`src/design/lpddr_pkg.sv`:
```
// ----------------------------------------------------------------------------
// lpddr_pkg : shared types and constants of the LPDDR device model
// Command codes, burst mode encoding, mode register 2 latency table.
// ----------------------------------------------------------------------------
package lpddr_pkg;

    localparam int MEM_ADDR_BITS = 16;
    localparam int MEM_DEPTH     = 1 << MEM_ADDR_BITS;
    localparam int DATA_W        = 16;
    localparam int CMD_W         = 10;
    localparam int LAT_W         = 5;
    localparam int POS_W         = 28;

    // low three bits of the high command part
    localparam logic [2:0] CMD_MRW   = 3'd0;
    localparam logic [2:0] CMD_WRITE = 3'd1;
    localparam logic [2:0] CMD_ACT_A = 3'd2;
    localparam logic [2:0] CMD_READ  = 3'd5;
    localparam logic [2:0] CMD_ACT_B = 3'd6;
    localparam logic [2:0] CMD_NOP   = 3'd7;

    localparam logic [7:0]       MR_LATENCY  = 8'h02;
    localparam logic [3:0]       BURST_LEN   = 4'd8;
    localparam logic [LAT_W-1:0] RL_RESET    = 5'd7;
    localparam logic [LAT_W-1:0] WL_RESET    = 5'd3;

    typedef enum logic [2:0] {
        BURST_IDLE  = 3'b001,
        BURST_READ  = 3'b010,
        BURST_WRITE = 3'b100
    } burst_mode_t;

    typedef struct packed {
        logic                     rd;
        logic                     wr;
        logic [MEM_ADDR_BITS-1:0] addr;
    } mem_op_t;

    typedef struct packed {
        logic             hit;
        logic [LAT_W-1:0] rl;
        logic [LAT_W-1:0] wl;
    } latency_sel_t;

    // Mode register 2 latency selection; hit is set only for the field codes in the case list.
    function automatic latency_sel_t mr2_latency(input logic [3:0] val);
        latency_sel_t sel;
        sel = '{hit: 1'b1, rl: 5'd0, wl: 5'd0};
        case (val)
            4'd1:
            begin
                sel.rl = 5'd6;
                sel.wl = 5'd3;
            end
            4'd2:
            begin
                sel.rl = 5'd8;
                sel.wl = 5'd5;
            end
            4'd3:
            begin
                sel.rl = 5'd10;
                sel.wl = 5'd5;
            end
            4'd4:
            begin
                sel.rl = 5'd12;
                sel.wl = 5'd7;
            end
            4'd5:
            begin
                sel.rl = 5'd14;
                sel.wl = 5'd9;
            end
            4'd6:
            begin
                sel.rl = 5'd16;
                sel.wl = 5'd9;
            end
            default: sel.hit = 1'b0;
        endcase
        return sel;
    endfunction

endpackage

```
`src/design/lpddr_ctrl.sv`:
```
// ----------------------------------------------------------------------------
// lpddr_ctrl : command decode, latency count and burst address generation
// Updates the device state once per accepted word; flags the memory access.
// ----------------------------------------------------------------------------
module lpddr_ctrl (
    input  logic                         clk,
    input  logic                         rst_n,
    input  logic                         accept,
    input  logic                         edge_phase,
    input  logic [lpddr_pkg::CMD_W-1:0]  command_word,
    output lpddr_pkg::mem_op_t           op
);

    logic [lpddr_pkg::CMD_W-1:0] cmd_hi_reg,   cmd_hi_next;
    logic [14:0]                 open_row_reg, open_row_next;
    logic [12:0]                 column_reg,   column_next;
    logic [2:0]                  bank_reg,     bank_next;
    lpddr_pkg::burst_mode_t      mode_reg,     mode_next;
    logic [lpddr_pkg::LAT_W-1:0] lat_cnt_reg,  lat_cnt_next;
    logic [3:0]                  beats_reg,    beats_next;
    logic [lpddr_pkg::LAT_W-1:0] rl_reg,       rl_next;
    logic [lpddr_pkg::LAT_W-1:0] wl_reg,       wl_next;

    logic                        active;
    logic                        beat;
    logic [lpddr_pkg::POS_W-1:0] pos;
    logic [10:0]                 col_mix;
    logic [3:0]                  beats_dec;
    lpddr_pkg::latency_sel_t     mr_sel;

    always_comb
    begin
        case (mode_reg)
            lpddr_pkg::BURST_READ,
            lpddr_pkg::BURST_WRITE: active = 1'b1;
            default:                active = 1'b0;
        endcase
    end

    assign beat = active && (lat_cnt_reg == '0);

    // byte address modulo 2^28, word index drops the low bit
    assign pos = {open_row_reg, 13'b0}
               + {15'b0, bank_reg, 10'b0}
               + {15'b0, column_reg};

    assign op.rd   = beat && (mode_reg == lpddr_pkg::BURST_READ);
    assign op.wr   = beat && (mode_reg == lpddr_pkg::BURST_WRITE);
    assign op.addr = pos[lpddr_pkg::MEM_ADDR_BITS:1];

    assign col_mix   = {command_word[9:1], 2'b00} | {9'b0, command_word[6:5]};
    assign beats_dec = beats_reg - 4'd1;
    assign mr_sel    = lpddr_pkg::mr2_latency(command_word[5:2]);

    always_comb
    begin
        cmd_hi_next   = cmd_hi_reg;
        open_row_next = open_row_reg;
        column_next   = column_reg;
        bank_next     = bank_reg;
        mode_next     = mode_reg;
        lat_cnt_next  = lat_cnt_reg;
        beats_next    = beats_reg;
        rl_next       = rl_reg;
        wl_next       = wl_reg;

        if (!edge_phase)
        begin
            cmd_hi_next = command_word;
        end

        if (beat)
        begin
            // advance the burst by one word
            column_next = column_reg + 13'd2;
            beats_next  = beats_dec;
            if (beats_dec == '0)
            begin
                mode_next = lpddr_pkg::BURST_IDLE;
            end
        end
        else if (!edge_phase)
        begin
            if (lat_cnt_reg != '0)
            begin
                lat_cnt_next = lat_cnt_reg - 5'd1;
            end
        end
        else
        begin
            case (cmd_hi_reg[2:0])
                lpddr_pkg::CMD_NOP:
                begin
                    if (lat_cnt_reg != '0)
                    begin
                        lat_cnt_next = lat_cnt_reg - 5'd1;
                    end
                end
                lpddr_pkg::CMD_READ:
                begin
                    column_next  = {1'b0, col_mix, 1'b0};
                    bank_next    = cmd_hi_reg[9:7];
                    lat_cnt_next = rl_reg;
                    mode_next    = lpddr_pkg::BURST_READ;
                    beats_next   = lpddr_pkg::BURST_LEN;
                end
                lpddr_pkg::CMD_WRITE:
                begin
                    column_next  = {1'b0, col_mix, 1'b0};
                    bank_next    = cmd_hi_reg[9:7];
                    lat_cnt_next = wl_reg;
                    mode_next    = lpddr_pkg::BURST_WRITE;
                    beats_next   = lpddr_pkg::BURST_LEN;
                end
                lpddr_pkg::CMD_ACT_A,
                lpddr_pkg::CMD_ACT_B:
                begin
                    open_row_next = {cmd_hi_reg[6:2], command_word};
                end
                lpddr_pkg::CMD_MRW:
                begin
                    if (!cmd_hi_reg[3]
                        && ({command_word[1:0], cmd_hi_reg[9:4]} == lpddr_pkg::MR_LATENCY)
                        && mr_sel.hit)
                    begin
                        rl_next = mr_sel.rl;
                        wl_next = mr_sel.wl;
                    end
                end
                default:
                begin
                end
            endcase
        end
    end

    always_ff @(posedge clk or negedge rst_n)
    begin
        if (!rst_n)
        begin
            cmd_hi_reg   <= '0;
            open_row_reg <= '0;
            column_reg   <= '0;
            bank_reg     <= '0;
            mode_reg     <= lpddr_pkg::BURST_IDLE;
            lat_cnt_reg  <= '0;
            beats_reg    <= '0;
            rl_reg       <= lpddr_pkg::RL_RESET;
            wl_reg       <= lpddr_pkg::WL_RESET;
        end
        else if (accept)
        begin
            cmd_hi_reg   <= cmd_hi_next;
            open_row_reg <= open_row_next;
            column_reg   <= column_next;
            bank_reg     <= bank_next;
            mode_reg     <= mode_next;
            lat_cnt_reg  <= lat_cnt_next;
            beats_reg    <= beats_next;
            rl_reg       <= rl_next;
            wl_reg       <= wl_next;
        end
    end

endmodule

```
`config.mk`:
```
export PLATFORM = sky130hd
export DESIGN_NAME = lpddr_ctrl
export DESIGN_NICKNAME = d
export VERILOG_FILES = /design/src/design/lpddr_pkg.sv /design/src/design/lpddr_ctrl.sv
export SDC_FILE = /design/constraint.sdc
export NUM_CORES = 1
export LEC_CHECK = 0
export BUFFER_PORTS_ARGS = -buffer_cell sky130_fd_sc_hd__buf_2
export CAP_MARGIN = 30
export CELL_PAD_IN_SITES_DETAIL_PLACEMENT = 0
export CELL_PAD_IN_SITES_GLOBAL_PLACEMENT = 2
export CORE_UTILIZATION = 25
export DETAILED_ROUTE_END_ITERATION = 7
export GPL_TIMING_DRIVEN = 0
export PLACE_DENSITY = 0.57
export SYNTH_ARGS = -nofsm -noshare
export SYNTH_HDL_FRONTEND = slang
export SYNTH_SLANG_ARGS = --single-unit
```
`constraint.sdc`:
```
create_clock -name clk -period 1.9 [get_ports clk]
set_clock_uncertainty 0.05 [all_clocks]
set_input_delay 0.19 -clock clk [delete_from_list [all_inputs] [get_ports clk]]
set_output_delay 0.19 -clock clk [all_outputs]
set_load 0.03 [all_outputs]
```
; ---- After elaboration in Yosys (flattened, before gate mapping)
; Cells that the tools add are included.
; Widths: inputs -> output; s select.
[word_totals]
ff_bits = 52
inputBits = 14
output_inout_bits = 18
wordCells = 73
[op_classes]
add_sub_neg = 5
n_eq_ne = 16
muxes = 16
n_bitwise = 3
reduce_logical = 24
[op_table]
columns = operator, n
row1 = $pmux 10 s6, 1
row2 = $mux 13, 3
row3 = $add 17x13->17, 2
row4 = $pmux 5 s3, 1
row5 = $add 13x2->13 const B, 1
row6 = $eq 3x3->1 const B, 4
row7 = $eq 4x3->1 const B, 3
row8 = $mux 4, 3
row9 = $reduce_and 4->1, 3
row10 = $or 11x2->11, 1
row11 = $mux 5, 2
row12 = $mux 3, 3
row13 = $eq 4x2->1 const B, 2
row14 = $eq 8x2->1 const B, 1
row15 = $eq 3x2->1 const B, 2
row16 = $pmux 3 s2, 1
row17 = $reduce_and 3->1, 2
row18 = $reduce_or 2->1, 3
row19 = $reduce_or 6->1, 1
row20 = $logic_and 1x1->1, 5
row21 = $logic_not 5->1, 1
row22 = $reduce_and 5->1, 1
row23 = $reduce_bool 5->1, 1
row24 = $sub 5x1->5 const B, 1
row25 = other kinds (13), 16

; ---- Logic depth before layout (Yosys ltp)
[depth]
depth_word = 6
ltp_mapped = 9
mapped_depth_nobuf = 7

; ---- Worst setup path after synthesis
; OpenSTA, ideal clock, no wires.
[synth_path]
kind = register -> output
from = register column_reg[10]
to = output port op[15] (netlist bit)
t_arrival_ps = 1771
t_required_ps = 1660
path_slack_ps = -111
path_stages_with_launch = 7
path_buffers = 0
cell_sequence = dfrtp_1 ha_1 inv_1 fa_1 nor2b_1 o2111ai_1 xnor2_1
[synth_rtl]
columns = element, line
row1 = start: declaration, lpddr_ctrl.sv:16  ; logic [12:0] column_reg, column_next;
row2 = start signal: assignment, lpddr_ctrl.sv:155  ; column_reg <= column_next;
row3 = end: declaration, lpddr_ctrl.sv:11  ; output lpddr_pkg::mem_op_t op

==> reports/qor_table.md <==
| Item | This run |
|---|---|
| Global-route total usage across every layer | 0.144 |
| Synth-to-layout area growth | 37.2% |
| Async S/R FF share, synth | 1.00 |
| Proportion of layout cells with a drive suffix above 1 | 0.420 |
| DRT iter0 DRCs | 94 |
| Synth area leaders | sky130_fd_sc_hd__dfrtp_1 37%, sky130_fd_sc_hd__dfstp_2 5.3%, sky130_fd_sc_hd__mux2_2 5.3% |
| Worst Tran Pin Value | 616 ps |
| Total standard cell area after synthesis | 2950 sq um |
| Number of global-route vias before repair | 2531 |
| Number of flip-flops and latches in the synthesized netlist | 50 |
| Wire length per cell | 17.0 um |
| Largest net degree at the start of global routing | 36 |
| Overall die area | 12300 sq um |
| Floorplan die height | 111 um |
| Die outline width | 111 um |
| Max FFs per register | 12 |
| H-tree levels | 2 |
| Area leader, netlist | sky130_fd_sc_hd__dfrtp_1 |
| Type of the worst setup path | flop to primary output |
| Post-DRT Antenna Nets | 0 |
| Area share of xor/xnor cells in the synthesized design | 0.0178 |
| Via count | 2527 |
| End-of-flow core utilization | 0.353 |
| Hold Path Cell Cnt | 2 |
| Unrepaired setup endpoints after global routing | yes |
| Type of the worst min-delay path | input pin to flop |
| Terminating pin of the worst hold path | cmd_hi_reg[0]$_DFFE_PN0P_ |
| RR Endpoint | column_reg[6]$_DFFE_PN0P_ |
| DR vias/cell | 4.92 |
| Max_cap viols | 0 |
| Number of distinct library cells after synthesis | 57 |
| Clock insertion delay at the later pin of the skew report | 290 ps |
| Post-placement worst setup slack | -178 ps |
| Largest fanout on the critical path | 2 |
| Setup tns final | -1050 ps |
| CP Capture Type | primary output |
| Worst endpoint required time | 1660 ps |
| Synth Area in Compound Gates | 0.192 |
| Floorplan row count | 39 |
| Leak | 0.00172 uW |
| Hold violation total from the final report | 0 |
| Tmin final | 2090 ps |
| Worst slew margin relative to its limit | 0.589 |
| Remaining Overflow, GRT | 0 |
| Number of instances in the synthesized netlist | 308 |
| Initial antenna violation count | 0 |
| Synth Area per Inst | 9.59 sq um |
| Adder-Cell Fraction of Synth Area | 0.0364 |
| Clock-pin slew reported for the worst setup and hold paths after clock tree synthesis | 70 ps |
| Tot Pwr | 5950 uW |
| Outcome | finished with violations |
| Crit share post-route | 1.10 |
| Kind of launch point of the worst setup path | flop |
| Final layout net count | 392 |
| IR drop worst, VDD | 0.000575 V |
| Largest family of logic cells by synthesized area | compound AO/OA/AOI/OAI gates |
| Count of antenna diodes in the layout | 0 |
| Syn nets | 330 |
| Area fraction of the dominant cell type after synthesis | 0.373 |
| # setup viols final | 21 |
| DPL Wire Length | 6000 um |
| Worst hold start | command_word[0] |
| Most frequent cell after synthesis | sky130_fd_sc_hd__dfrtp_1 |
| R2R depth | 10 |
| Number of placed I/O pins | 32 |
| Final critical-path setup slack | -190 ps |
| Clock sink count | 50 |
| TritonCTS Buffers | 5 |
| Flop2flop setup slack | -70 ps |
| Startpoint of the worst-slack reg-to-reg timing path | lat_cnt_reg[0]$_DFFE_PN0P_ |
| Number of flops mapped to enable cells by yosys | 0 |
| Global-route wire length before repair | 13900 um |
| Port buffer count | 28 |
| Power per standard cell area | 1470 nW/um^2 |
| Number of buffers on the longest clock path | 2 |
| Area of the core region | 11500 sq um |
| Fraction of synthesized area in multiplexers | 0.0805 |
| Commonest cells in the synthesized netlist | 44 x sky130_fd_sc_hd__dfrtp_1, 27 x sky130_fd_sc_hd__nand2_1, 25 x sky130_fd_sc_hd__nor2_1 |
| Clock tree from TritonCTS | built |
| Initial Util | 0.258 |
| Count of synthesis-stage warnings from yosys | 0 |
| Violated checks | negative setup slack |
| DRC viols | 0 |
| Synthesized-area fraction occupied by and/or/nand/nor cells | 0.174 |
| CP Data Arrival Time | 1850 ps |
| Clock root cell | sky130_fd_sc_hd__clkbuf_16 |
| Highest achievable clock rate | 0.478 GHz |
| Sum of routed wire length over all layers | 8730 um |
| Router iterations before antenna repair | 4 |
| Proportion of synthesized chip area in sequential cells | 0.426 |
| Placer congestion estimate | 0.702 |
| Number of max-slew violations in the final report | 0 |
| Main flop type after synthesis | sky130_fd_sc_hd__dfrtp_1 |
-- per-layer routing --
layer | GRT usage | share of wire | wire length, um
met5 | 0 | 0 | 0
met4 | 0.0267 | 0.0053 | 46
met3 | 0.0284 | 0.027 | 238
met2 | 0.233 | 0.48 | 4150
met1 | 0.201 | 0.49 | 4300
-- report_power, final --
part	leakage [uW]	internal [uW]	switching, uW	total (uW)
clock network	0.0000698	490	433	923
registers	0.000572	1400	384	1790
logic	0.00108	1480	1760	3240
total	0.00172	3370	2580	5950
-- critical path, stage by stage, from the launching register on --
cell	delay, ps
sky130_fd_sc_hd__dfrtp_1	360
sky130_fd_sc_hd__ha_1	180
sky130_fd_sc_hd__inv_1	60
sky130_fd_sc_hd__fa_2	360
sky130_fd_sc_hd__nor2b_4	140
sky130_fd_sc_hd__o2111ai_2	140
sky130_fd_sc_hd__xnor2_2	160
sky130_fd_sc_hd__buf_4	160
-- repair_timing --
item,in CTS,in global routing
setup buffers,9,13
setup endpoints to repair,37,43
pin swaps,17,32
endpoints found under the hold margin,10,0
hold buffers,1,0
gates cloned,3,1
resized for setup,34,69
-- logic make-up (layout without fill, tap and decap cells) --
family                   Yosys count  after routing
adder cells (fa/ha/maj)            8              8
buffers and inverters             42            104
AO/OA/AOI/OAI                     83             84
multiplexers                      22             22
XOR/XNOR                           6              6
flip-flops                        50             50
AND/OR/NAND/NOR                   97             97
-- placed cells by master (no fill, tap or decap), types with 3 or more instances in the layout --
master	synthesis	final
sky130_fd_sc_hd__nand2b_1	6	6
sky130_fd_sc_hd__o21ai_0	24	15
sky130_fd_sc_hd__o22a_1	4	4
sky130_fd_sc_hd__a21oi_1	16	7
sky130_fd_sc_hd__dfstp_2	6	6
sky130_fd_sc_hd__buf_4	11	30
sky130_fd_sc_hd__mux2i_1	8	8
sky130_fd_sc_hd__nand2_2	0	4
sky130_fd_sc_hd__buf_12	0	4
sky130_fd_sc_hd__nor2_1	25	18
sky130_fd_sc_hd__nor2_2	0	4
sky130_fd_sc_hd__nor3_1	4	4
sky130_fd_sc_hd__o21ai_4	0	3
sky130_fd_sc_hd__buf_6	0	10
sky130_fd_sc_hd__nand4_1	7	7
sky130_fd_sc_hd__clkbuf_1	4	3
sky130_fd_sc_hd__nand2_1	27	21
sky130_fd_sc_hd__a21oi_2	0	9
sky130_fd_sc_hd__o21ai_1	2	8
sky130_fd_sc_hd__mux2_2	14	12
sky130_fd_sc_hd__inv_1	21	19
sky130_fd_sc_hd__a22o_1	4	4
sky130_fd_sc_hd__nor2_4	0	3
sky130_fd_sc_hd__nand3_1	12	8
sky130_fd_sc_hd__buf_2	5	24
sky130_fd_sc_hd__clkbuf_16	0	6
sky130_fd_sc_hd__o22ai_1	8	6
sky130_fd_sc_hd__dfrtp_1	44	44
sky130_fd_sc_hd__ha_1	7	6
-- area by class of cell --
cell class | count | area, sq um
Tap cell | 143 | 179
Inverter | 21 | 78.8
Buffer | 21 | 168
Sequential cell | 50 | 1260
Multi-Input combinational cell | 217 | 1780
Clock buffer | 5 | 125
Timing Repair Buffer | 54 | 447
Clock inverter | 3 | 21.3
Fill cell | 1169 | 7410
-- how the worst max path moves through the flow --
| stage | start | end | slack [ps] | cells after the start |
|---|---|---|---|---|
| 2_1_floorplan | column_reg[10]$_DFFE_PN0P_ | op[15] | 40 | 6 |
| 3_3_place_gp | lat_cnt_reg[0]$_DFFE_PN0P_ | column_reg[10]$_DFFE_PN0P_ | -200 | 9 |
| 3_5_place_dp | lat_cnt_reg[0]$_DFFE_PN0P_ | beats_reg[3]$_DFFE_PN0P_ | -180 | 8 |
| 4_1_cts | column_reg[10]$_DFFE_PN0P_ | op[15] | -220 | 7 |
| 5_1_grt | column_reg[10]$_DFFE_PN0P_ | op[15] | -300 | 7 |
| 6_report | column_reg[10]$_DFFE_PN0P_ | op[15] | -190 | 7 |
-- per-stage QoR --
stage	hold WS, ps	std cells	instance area [sq um]
global placement	421	479	3290
finish	117	514	4050
floorplan	-156	308	2970
CTS	105	501	3680
global route	116	514	4050
detailed placement	102	480	3310
(Power assumes the default switching activity.)
